==> src/rtl/tlvncl_pkg.sv <==
// ----------------------------------------------------------------------------
// tlvncl_pkg
// shared constants and types for the tlv name component locator
// ----------------------------------------------------------------------------
package tlvncl_pkg;

    // block limits
    localparam int MAX_BLOCK_BYTES = 4096;
    localparam int MAX_COMPONENTS  = 255;
    // largest name length that fits the 13-bit byte counters
    localparam int NAME_LEN_FIELD_MAX = 8191;
    localparam int NAME_LEN_LIMIT =
        (MAX_BLOCK_BYTES < NAME_LEN_FIELD_MAX) ? MAX_BLOCK_BYTES : NAME_LEN_FIELD_MAX;

    // configuration port
    localparam int ADDR_W = 3;
    localparam int DATA_W = 32;
    localparam logic [0:0] REG_NAME_TYPE = 1'b0;
    localparam logic [0:0] REG_COMP_TYPE = 1'b1;
    localparam logic [7:0] NAME_TYPE_RESET = 8'd7;
    localparam logic [7:0] COMP_TYPE_RESET = 8'd8;

    // variable-length number lead bytes
    localparam logic [7:0] VARNUM_2BYTE = 8'd253;
    localparam logic [7:0] VARNUM_4BYTE = 8'd254;
    localparam logic [7:0] VARNUM_BAD   = 8'd255;

    // saturation point of byte positions and offsets
    localparam logic [11:0] POS_MAX = 12'hFFF;

    typedef enum logic [2:0] {
        ST_OK            = 3'd0,
        ST_BAD_NAME_TYPE = 3'd1,
        ST_BAD_LENGTH    = 3'd2,
        ST_NAME_EXCEEDS  = 3'd3,
        ST_BAD_COMP_TYPE = 3'd4,
        ST_COMP_OVERRUN  = 3'd5
    } status_t;

endpackage

==> src/rtl/tlv_name_component_locator.sv <==
// ----------------------------------------------------------------------------
// tlv_name_component_locator
// byte-serial parser of one tlv-encoded name block with component lookup
// ----------------------------------------------------------------------------
// The block takes one byte of an encoded name per item, marked on the final
// byte, and walks the name: outer type code, variable-length name length,
// then the component entries (type, length, value). It counts components and
// records the value offset and length of the component at target_position,
// which is sampled with the first byte of each block. On the item carrying
// last_byte it issues one result (status, count, found, offset, length) and
// starts over for the next block; other items give no result. The whole
// per-byte update is one pass of counter logic from the parse registers
// into themselves and the result register, so an item can be accepted
// every cycle while in_ready is high. The result register frees in_ready as
// soon as the pending result is taken (or in the same cycle). The two type
// codes are set through the apb port (0x0 name type, 0x4 component type)
// and should only be changed between blocks.
// ----------------------------------------------------------------------------
module tlv_name_component_locator (
    input  logic                           clk,
    input  logic                           rst_n,
    // byte stream in
    input  logic                           in_valid,
    output logic                           in_ready,
    input  logic [7:0]                     data_byte,
    input  logic                           last_byte,
    input  logic [7:0]                     target_position,
    // result out
    output logic                           out_valid,
    input  logic                           out_ready,
    output logic [2:0]                     status,
    output logic [7:0]                     component_count,
    output logic                           found,
    output logic [11:0]                    component_offset,
    output logic [12:0]                    component_length,
    // configuration
    input  logic                           psel,
    input  logic                           penable,
    input  logic                           pwrite,
    input  logic [tlvncl_pkg::ADDR_W-1:0]  paddr,
    input  logic [tlvncl_pkg::DATA_W-1:0]  pwdata,
    output logic [tlvncl_pkg::DATA_W-1:0]  prdata,
    output logic                           pready
);
    import tlvncl_pkg::*;

    // parse phase
    typedef enum logic [2:0] {
        PH_NTYPE = 3'd0,    // expect the name type byte
        PH_NLEN  = 3'd1,    // first byte of the name length
        PH_NLENX = 3'd2,    // extra bytes of the name length
        PH_CTYPE = 3'd3,    // component type byte
        PH_CLEN  = 3'd4,    // first byte of a component length
        PH_CLENX = 3'd5,    // extra bytes of a component length
        PH_VALUE = 3'd6,    // component value bytes
        PH_DONE  = 3'd7     // name finished or failed, rest ignored
    } phase_t;

    // configuration registers
    logic [7:0]  name_type_reg, name_type_next;
    logic [7:0]  comp_type_reg, comp_type_next;

    // parse state
    phase_t      phase_reg, phase_next;
    logic [31:0] acc_reg, acc_next;
    logic [2:0]  nbytes_reg, nbytes_next;
    logic [12:0] name_left_reg, name_left_next;
    logic [12:0] value_left_reg, value_left_next;
    logic [11:0] pos_reg, pos_next;
    logic [7:0]  comps_reg, comps_next;
    logic [7:0]  want_reg, want_next;
    logic        fflag_reg, fflag_next;
    logic [11:0] foff_reg, foff_next;
    logic [12:0] flen_reg, flen_next;
    status_t     err_reg, err_next;

    // result register
    logic        out_valid_reg, out_valid_next;
    status_t     status_reg, status_next;
    logic [7:0]  count_reg, count_next;
    logic        found_reg, found_next;
    logic [11:0] offset_reg, offset_next;
    logic [12:0] length_reg, length_next;

    // per-byte working values
    logic        accept;
    logic        cfg_write;
    logic        name_done;
    logic        comp_done;
    logic [31:0] len_val;
    logic [31:0] acc_shift;
    logic [2:0]  need;
    logic [12:0] start_wide;
    status_t     blk_status;

    assign accept    = in_valid && in_ready;
    assign in_ready  = !out_valid_reg || out_ready;
    assign cfg_write = psel && penable && pwrite && pready;
    assign pready    = 1'b1;
    assign prdata    = (paddr[2] == REG_COMP_TYPE) ? {24'd0, comp_type_reg}
                                                   : {24'd0, name_type_reg};

    assign out_valid        = out_valid_reg;
    assign status           = status_reg;
    assign component_count  = count_reg;
    assign found            = found_reg;
    assign component_offset = offset_reg;
    assign component_length = length_reg;

    // configuration writes
    always_comb
    begin
        name_type_next = name_type_reg;
        comp_type_next = comp_type_reg;
        if (cfg_write)
        begin
            if (paddr[2] == REG_NAME_TYPE)
                name_type_next = pwdata[7:0];
            else
                comp_type_next = pwdata[7:0];
        end
    end

    // one byte of parsing
    always_comb
    begin
        phase_next      = phase_reg;
        acc_next        = acc_reg;
        nbytes_next     = nbytes_reg;
        name_left_next  = name_left_reg;
        value_left_next = value_left_reg;
        pos_next        = pos_reg;
        comps_next      = comps_reg;
        want_next       = want_reg;
        fflag_next      = fflag_reg;
        foff_next       = foff_reg;
        flen_next       = flen_reg;
        err_next        = err_reg;
        name_done       = 1'b0;
        comp_done       = 1'b0;
        len_val         = 32'd0;
        need            = (data_byte == VARNUM_2BYTE) ? 3'd2 : 3'd4;
        acc_shift       = {acc_reg[23:0], data_byte};
        start_wide      = {1'b0, pos_reg} + 13'd1;

        if (phase_reg == PH_NTYPE)
            want_next = target_position;

        case (phase_reg)
            PH_NTYPE:
            begin
                if (data_byte != name_type_reg)
                begin
                    err_next   = ST_BAD_NAME_TYPE;
                    phase_next = PH_DONE;
                end
                else
                    phase_next = PH_NLEN;
            end
            PH_NLEN:
            begin
                if (data_byte == VARNUM_BAD)
                begin
                    err_next   = ST_BAD_LENGTH;
                    phase_next = PH_DONE;
                end
                else if (data_byte < VARNUM_2BYTE)
                begin
                    name_done = 1'b1;
                    len_val   = {24'd0, data_byte};
                end
                else
                begin
                    acc_next    = 32'd0;
                    nbytes_next = need;
                    phase_next  = PH_NLENX;
                end
            end
            PH_NLENX:
            begin
                acc_next    = acc_shift;
                nbytes_next = nbytes_reg - 3'd1;
                if (nbytes_next == 3'd0)
                begin
                    name_done = 1'b1;
                    len_val   = acc_shift;
                end
            end
            PH_CTYPE:
            begin
                name_left_next = name_left_reg - 13'd1;
                if (data_byte != comp_type_reg)
                begin
                    err_next   = ST_BAD_COMP_TYPE;
                    phase_next = PH_DONE;
                end
                else
                begin
                    if (comps_reg < 8'(MAX_COMPONENTS))
                        comps_next = comps_reg + 8'd1;
                    // a type byte with nothing after it in the name
                    if (name_left_next == 13'd0)
                    begin
                        err_next   = ST_BAD_LENGTH;
                        phase_next = PH_DONE;
                    end
                    else
                        phase_next = PH_CLEN;
                end
            end
            PH_CLEN:
            begin
                name_left_next = name_left_reg - 13'd1;
                if (data_byte == VARNUM_BAD)
                begin
                    err_next   = ST_BAD_LENGTH;
                    phase_next = PH_DONE;
                end
                else if (data_byte < VARNUM_2BYTE)
                begin
                    comp_done = 1'b1;
                    len_val   = {24'd0, data_byte};
                end
                else if (name_left_next < {10'd0, need})
                begin
                    err_next   = ST_BAD_LENGTH;
                    phase_next = PH_DONE;
                end
                else
                begin
                    acc_next    = 32'd0;
                    nbytes_next = need;
                    phase_next  = PH_CLENX;
                end
            end
            PH_CLENX:
            begin
                name_left_next = name_left_reg - 13'd1;
                acc_next       = acc_shift;
                nbytes_next    = nbytes_reg - 3'd1;
                if (nbytes_next == 3'd0)
                begin
                    comp_done = 1'b1;
                    len_val   = acc_shift;
                end
            end
            PH_VALUE:
            begin
                name_left_next  = name_left_reg - 13'd1;
                value_left_next = value_left_reg - 13'd1;
                if (value_left_next == 13'd0)
                    phase_next = (name_left_next != 13'd0) ? PH_CTYPE : PH_DONE;
            end
            default:
            begin
            end
        endcase

        // name length complete
        if (name_done)
        begin
            if (len_val > 32'(NAME_LEN_LIMIT))
            begin
                err_next   = ST_NAME_EXCEEDS;
                phase_next = PH_DONE;
            end
            else
            begin
                name_left_next = len_val[12:0];
                phase_next     = (len_val != 32'd0) ? PH_CTYPE : PH_DONE;
            end
        end

        // component length complete
        if (comp_done)
        begin
            if (len_val > {19'd0, name_left_next})
            begin
                err_next   = ST_COMP_OVERRUN;
                phase_next = PH_DONE;
            end
            else
            begin
                // first component at the wanted index
                if (!fflag_reg && comps_reg != 8'd0 && (comps_reg - 8'd1) == want_reg)
                begin
                    fflag_next = 1'b1;
                    foff_next  = start_wide[12] ? POS_MAX : start_wide[11:0];
                    flen_next  = len_val[12:0];
                end
                value_left_next = len_val[12:0];
                if (len_val == 32'd0)
                    phase_next = (name_left_next != 13'd0) ? PH_CTYPE : PH_DONE;
                else
                    phase_next = PH_VALUE;
            end
        end

        if (pos_reg < POS_MAX)
            pos_next = pos_reg + 12'd1;

        // final status of the block as it stands after this byte
        if (err_next != ST_OK)
            blk_status = err_next;
        else if (phase_next inside {PH_NLEN, PH_NLENX})
            blk_status = ST_BAD_LENGTH;
        else if (phase_next != PH_DONE)
            blk_status = ST_NAME_EXCEEDS;
        else
            blk_status = ST_OK;

        status_next = blk_status;
        count_next  = (blk_status == ST_OK) ? comps_next : 8'd0;
        found_next  = fflag_next;
        offset_next = fflag_next ? foff_next : 12'd0;
        length_next = fflag_next ? flen_next : 13'd0;

        // block ends: start over
        if (last_byte)
        begin
            phase_next      = PH_NTYPE;
            acc_next        = 32'd0;
            nbytes_next     = 3'd0;
            name_left_next  = 13'd0;
            value_left_next = 13'd0;
            pos_next        = 12'd0;
            comps_next      = 8'd0;
            want_next       = 8'd0;
            fflag_next      = 1'b0;
            foff_next       = 12'd0;
            flen_next       = 13'd0;
            err_next        = ST_OK;
        end
    end

    // result handshake
    always_comb
    begin
        out_valid_next = out_valid_reg;
        if (accept && last_byte)
            out_valid_next = 1'b1;
        else if (out_ready)
            out_valid_next = 1'b0;
    end

    always_ff @(posedge clk or negedge rst_n)
    begin
        if (!rst_n)
        begin
            name_type_reg  <= NAME_TYPE_RESET;
            comp_type_reg  <= COMP_TYPE_RESET;
            phase_reg      <= PH_NTYPE;
            acc_reg        <= 32'd0;
            nbytes_reg     <= 3'd0;
            name_left_reg  <= 13'd0;
            value_left_reg <= 13'd0;
            pos_reg        <= 12'd0;
            comps_reg      <= 8'd0;
            want_reg       <= 8'd0;
            fflag_reg      <= 1'b0;
            foff_reg       <= 12'd0;
            flen_reg       <= 13'd0;
            err_reg        <= ST_OK;
            out_valid_reg  <= 1'b0;
            status_reg     <= ST_OK;
            count_reg      <= 8'd0;
            found_reg      <= 1'b0;
            offset_reg     <= 12'd0;
            length_reg     <= 13'd0;
        end
        else
        begin
            name_type_reg <= name_type_next;
            comp_type_reg <= comp_type_next;
            out_valid_reg <= out_valid_next;
            if (accept)
            begin
                phase_reg      <= phase_next;
                acc_reg        <= acc_next;
                nbytes_reg     <= nbytes_next;
                name_left_reg  <= name_left_next;
                value_left_reg <= value_left_next;
                pos_reg        <= pos_next;
                comps_reg      <= comps_next;
                want_reg       <= want_next;
                fflag_reg      <= fflag_next;
                foff_reg       <= foff_next;
                flen_reg       <= flen_next;
                err_reg        <= err_next;
                if (last_byte)
                begin
                    status_reg <= status_next;
                    count_reg  <= count_next;
                    found_reg  <= found_next;
                    offset_reg <= offset_next;
                    length_reg <= length_next;
                end
            end
        end
    end

`ifndef SYNTHESIS
    // the last byte of a block always leaves a result and a fresh parser
    a_last_gives_result: assert property (@(posedge clk) disable iff (!rst_n)
        (accept && last_byte) |=> (out_valid_reg && phase_reg == PH_NTYPE))
        else $error("last byte did not produce a result or restart the parse");

    // a failed block reports no component count
    a_count_only_ok: assert property (@(posedge clk) disable iff (!rst_n)
        (out_valid_reg && status_reg != ST_OK) |-> (count_reg == 8'd0))
        else $error("component count given with a failing status");

    // offset and length are zero unless the component was found
    a_not_found_zero: assert property (@(posedge clk) disable iff (!rst_n)
        (out_valid_reg && !found_reg) |-> (offset_reg == 12'd0 && length_reg == 13'd0))
        else $error("offset or length set without a found component");

    // nothing counted or recorded before the name type byte
    a_fresh_block: assert property (@(posedge clk) disable iff (!rst_n)
        (phase_reg == PH_NTYPE) |-> (comps_reg == 8'd0 && !fflag_reg && err_reg == ST_OK))
        else $error("parse state not clear at block start");
`endif

endmodule

==> config.mk <==
export PLATFORM = sky130hd
export DESIGN_NAME = tlv_name_component_locator
export DESIGN_NICKNAME = d
export VERILOG_FILES = /design/src/rtl/tlvncl_pkg.sv /design/src/rtl/tlv_name_component_locator.sv
export SDC_FILE = /design/constraint.sdc
export NUM_CORES = 1
export LEC_CHECK = 0
export BUFFER_PORTS_ARGS = -buffer_cell sky130_fd_sc_hd__buf_2
export CORE_MARGIN = 2
export CORE_UTILIZATION = 37
export CTS_BUF_LIST = sky130_fd_sc_hd__clkbuf_16
export CTS_CLUSTER_SIZE = 14
export DETAILED_ROUTE_END_ITERATION = 16
export PLACE_DENSITY = 0.51
export RECOVER_POWER = 100
export SLEW_MARGIN = 5
export SYNTH_ARGS = -nofsm -noshare
export SYNTH_HDL_FRONTEND = slang
export SYNTH_SLANG_ARGS = --single-unit
==> constraint.sdc <==
create_clock -name clk -period 5.6 [get_ports clk]
set_input_delay 0.28 -clock clk [delete_from_list [all_inputs] [get_ports clk]]
set_output_delay 0.28 -clock clk [all_outputs]
set_load 0.1 [all_outputs]
**Word level (Yosys, flattened, before mapping)**

Cells that the tools add are included.

- $add $sub $neg: 7
- $lt $le $gt $ge: 6
- Eq/ne operators: 19
- Muxes and demuxes: 94
- Bitwise operators: 1
- Reduce and logical (&&, ||, !) cells: 34

Operator list:

| cell | number |
|---|---|
| two-way mux 13 bit | 13 |
| two-way mux 24 bit | 6 |
| two-way mux 3 bit | 35 |
| two-way mux 12 bit | 8 |
| two-way mux 8 bit | 9 |
| case mux 24 bit (3 select lines) | 1 |
| two-way mux 32 bit | 2 |
| case mux 32 bit (2 select lines) | 1 |
| > comparator 32 x 13 -> 1 bit | 1 |
| > comparator 32 x 13 -> 1 bit, second input constant | 1 |
| zero test 32 bit | 1 |
| nonzero test 32 bit | 1 |
| zero test 13 bit | 2 |
| nonzero test 13 bit | 2 |
| subtractor 13 x 1 -> 13 bit, second input constant | 2 |
| inequality test 3 bit, second input constant | 6 |
| equality test 8 bit, second input constant | 2 |
| less-than comparator 8 bit, second input constant | 2 |
| inequality test 8 bit | 2 |
| case mux 3 bit (5 select lines) | 1 |
| adder 12 x 1 -> 13 bit, second input constant | 1 |
| less-than comparator 13 x 3 -> 1 bit | 1 |
| adder 12 x 1 -> 12 bit, second input constant | 1 |
| less-than comparator 12 bit, second input constant | 1 |
| other kinds (25) | 59 |

- Register bits after elaboration: 167
- Input bits: 59
- Output and inout port bits: 72
- Word-level logic and storage cells: 181

**Longest topological paths before layout**

- Depth in word-level cells: 18
- Gate-level depth with buffers: 21
- Depth with buffers taken out: 18

**Least setup slack after synthesis**

Ideal clock, no wire load.

- Path type: input-to-reg
- Start point: in data_byte[1]
- End point: reg count_reg[0] (netlist: component_count[0])
- Library setup time: 0.092 ns
- Arrival: 4.622 ns
- Required time: 5.508 ns
- Setup slack: 0.886 ns
- Cell stages on the path: 17
- Path buffers: 3
- Cells stage by stage: clkbuf_1 -> or4_1 -> o31ai_1 -> a31oi_1 -> or2_2 -> clkbuf_1 -> o21ai_0 -> ha_1 -> a21oi_1 -> o221ai_1 -> a221o_1 -> a211oi_1 -> or2_2 -> o2111ai_1 -> or4_4 -> buf_6 -> o31ai_2

- Longest elaborated chain between the ends: 18
- Elaborated cells between the ends (all ways): 60
- Those cells by class: order compare (4); eq/ne (7); mux (43); reduce/logical (6)

Ends and longest elaborated chain:

| what | line | RTL |
|---|---|---|
| from (decl) | tlv_name_component_locator.sv:25 | `input logic [7:0] data_byte,` |
| parallel branches: the longest is 17 deep, another holds > comparator 32 x 13 -> 1 bit | n/a |  |
| two-way mux 8 bit (*) | tlv_name_component_locator.sv:313 | `count_next = (blk_status == ST_OK) ? comps_next : 8'd0;` |
| to (signal assigned) | tlv_name_component_locator.sv:393 | `count_reg <= count_next;` |
| to (decl) | tlv_name_component_locator.sv:80 | `logic [7:0] count_reg, count_next;` |

Every way passes the cells marked *.
A chain may end at the register's enable or synchronous reset.

**Final worst setup path**

- Start point: reg acc_reg[0]
- End point: reg count_reg[6] (netlist: component_count[6])

- Longest elaborated chain between the ends: 16
- Elaborated cells between the ends (all ways): 30
- Those cells by class: order compare (2); eq/ne (3); mux (19); reduce/logical (6)

Ends and longest elaborated chain:

| what | line | RTL |
|---|---|---|
| from (decl) | tlv_name_component_locator.sv:65 | `logic [31:0] acc_reg, acc_next;` |
| from (signal assigned) | tlv_name_component_locator.sv:379 | `acc_reg <= acc_next;` |
| two-way mux 32 bit (*) | tlv_name_component_locator.sv:183, tlv_name_component_locator.sv:241 |  |
| case mux 32 bit (2 select lines) (*) | tlv_name_component_locator.sv:149 | `case (phase_reg)` |
| parallel branches: the longest is 11 deep, another holds > comparator 32 x 13 -> 1 bit | n/a |  |
| two-way mux 3 bit (*) | tlv_name_component_locator.sv:303 | `if (err_next != ST_OK)` |
| zero test 3 bit (*) | tlv_name_component_locator.sv:313 |  |
| two-way mux 8 bit (*) | tlv_name_component_locator.sv:313 |  |

Marks and branches as above.

==> flow_metrics.env <==
export IMPL_wl_per_cell_um=18.2
export IMPL_fmax_mhz=195
export IMPL_finalSetupViolations=0
export IMPL_mostFrequentLayoutCells="nand2_1, dfrtp_1, o21ai_0, nor2_1, clkbuf_1"
export IMPL_placed_cells=1636
export IMPL_path_clk_slew_ns=0.08
export IMPL_synth_area_mm2=0.0107
export IMPL_worst_path_max_fanout=22
export IMPL_grt_pass1_wl_mm=49.4
export IMPL_fin_crit_ns=5.12
export IMPL_min_period_over_period_pct=91.4
export IMPL_final_common_cell="nand2_1"
export IMPL_die_y_um=174
export IMPL_synth_flop_cell="dfrtp_1"
export IMPL_grt_pass1_vias=8804
export IMPL_gp_congestion=0.898
export IMPL_fin_cells=1668
export IMPL_wirelength_mm=30.3
export IMPL_avgSynthCellArea_um2=8.55
export IMPL_synth_edf_count=0
export IMPL_max_cap_violations=3
export IMPL_h_tree_depth=4
export IMPL_drt_pass1_iter_count=6
export IMPL_netlist_top_cells_area="dfrtp_1, nand2_1, o21ai_0"
export IMPL_vias=9252
export IMPL_antenna_found_initial=0
export IMPL_report_final_slew_viol_count=175
export IMPL_dieArea_mm2=0.0302
export IMPL_ir_drop_mv=0.213
export IMPL_dr_first_iter_drc_count=804
export IMPL_synthArstFlopShare_pct=100
export IMPL_hold_viol_final=0
export IMPL_muxShareOfSynthArea_pct=3.32
export IMPL_yosys_warnings=0
export IMPL_start_util_pct=37.4
export IMPL_row_count=62
export IMPL_status="complete, but fails checks"
export IMPL_ios=131
export IMPL_synthXorXnorAreaFrac_pct=4.27
export IMPL_p_per_area_mw_per_mm2=505
export IMPL_cts_resized=0
export IMPL_clock_sinks=167
export IMPL_leakagePower_nw=4.83
export IMPL_synth_distinct_cells=85
export IMPL_synthSimpleGateAreaFrac_pct=20.4
export IMPL_placement_io_buffers=79
export IMPL_num_antenna_cells=0
export IMPL_holdCritPathClass="in2reg"
export IMPL_fin_tns_setup_ns=0
export IMPL_yosys_area_top_type="dfrtp_1"
export IMPL_vias_per_cell=5.55
export IMPL_drc=0
export IMPL_clock_latency_ns=0.44
export IMPL_hpwlAfterDp_mm=21.3
export IMPL_grt_overflow_total=0
export IMPL_largest_register_ffs=24
export IMPL_violations="capacitance limit, slew limit"
export IMPL_grt_usage_pct=20.3
export IMPL_core_mm2=0.0285
export IMPL_synth_fa_ha_area_share_pct=2.81
export IMPL_worstPathArrival_ns=5.45
export IMPL_grt_max_degree=82
export IMPL_cts_buffers=17
export IMPL_cts_root_buf="clkbuf_16"
export IMPL_die_w_um=174
export IMPL_post_synth_inst_count=1248
export IMPL_ant_nets=0
export IMPL_skew_ns=0.0164
export IMPL_yosys_register_bits=167
export IMPL_cts_max_path_buffers=2
export IMPL_rsz0062_at_grt="false"
export IMPL_netlist_area_leader_share_pct=38.2
export IMPL_maxSlewHeadroom_pct=-161
export IMPL_drive_gt1_share_pct=10.0
export IMPL_yosysSeqAreaShare_pct=39.2
export IMPL_fin_nets=1355
export IMPL_crit_type="reg2reg"
export IMPL_area_growth_pct=9.64
export IMPL_synth_top_family_by_area="compound AO/OA/AOI/OAI gates"
export IMPL_synth_compound_area_share_pct=23.4
export IMPL_end_kind="register"
export IMPL_tightest_slew_ns=3.92
export IMPL_tritoncts="yes"
export IMPL_cp_required_ns=5.93
export IMPL_cp_start_kind="register"
==> worst max-delay path: stages, from the launching register on <==
cell and delay (ns):
dfrtp_1 0.41, or4_1 0.63, o31ai_1 0.30, a31oi_1 0.17, or2_2 0.50, o21ai_0 0.30
ha_1 0.30, a211oi_1 0.24, o21ai_0 0.14, a221o_1 0.31, a211oi_1 0.20, buf_4 0.19
or2_2 0.15, o2111ai_1 0.23, or4_4 0.64, o31ai_1 0.28
==> logic make-up after synthesis <==
| logic type | count (synthesis) |
|---|---|
| compound gates | 369 |
| xor+xnor | 52 |
| fa+ha+maj | 24 |
| buf+inv | 149 |
| flops | 167 |
| mux | 32 |
| other cells | 2 |
| simple gates | 453 |
==> Yosys cell counts, drive strengths merged (11+ instances only) <==
cell,instances
inv,25
nor2,94
o21ai,126
a221oi,13
clkbuf,84
buf,40
nand2,181
a22oi,32
a31oi,17
nand4,14
xnor2,25
o31ai,22
and3,11
nor3,26
nand3,20
dfrtp,163
nor4,23
ha,24
and2,19
nor2b,13
xor2,27
mux2,27
a21oi,41
o22ai,12
==> final timing paths <==
path	startpoint	to	slack (ns)	cells past startpoint
max	acc_reg[0]	component_count[6]	0.48	15
min	pwdata[2]	name_type_reg[2]	0.08	2
max reg2reg	acc_reg[0]	component_count[6]	0.48	15
min reg2reg	found	found	0.47	2
max in group asynchronous	rst_n	err_reg[2]	1.02	3
min in group asynchronous	rst_n	component_length[5]	1.98	2
==> layer usage <==
metal  vias up  track usage [%]  part of all wire (%)
li1       4496                -                     -
met1      4521             30.0                    50
met2       208             31.3                    44
met3        27             2.65                   4.3
met4         0             5.18                   1.3
met5         -                0                     0
==> area by class of cell <==
class	instances	area [um^2]
well taps	384	480
inverters	25	93.8
fillers	3022	16800
repair buffers	106	517
clock buffers	17	425
clock inverters	14	165
multi-input cells	955	5840
flip-flops and latches	167	4180
==> through the flow <==
step | setup WS (ns) | instance area [um^2] | total power, mW | utilization (%) | hold WS (ns)
3_5_place_dp | 0.448 | 11200 | 4.72 | 39.4 | 0.403
2_1_floorplan | 0.886 | 10800 | 4.01 | - | -0.0156
3_3_place_gp | 0.501 | 11200 | 4.71 | 39.4 | 0.411
4_1_cts | 0.460 | 11800 | 5.97 | 41.5 | 0.0674
5_1_grt | 0.0136 | 11700 | 6.33 | 41.0 | 0.0809
6_report | 0.481 | 11700 | 5.91 | 41.0 | 0.0820
==> where the power goes <==
group          total [mW]  switching, mW  internal [mW]  leakage [nW]
clock                1.23          0.556          0.670         0.288
combinational        2.98           1.98          0.999          2.33
sequential           1.70          0.291           1.41          2.21
total                5.91           2.83           3.08          4.83
==> repair_timing <==
| item | in CTS | in global routing |
|---|---|---|
| hold endpoints to repair | 79 | 0 |
| buffers inserted | 0 | 0 |
| hold buffers | 1 | 0 |
(Power assumes the default switching activity.)
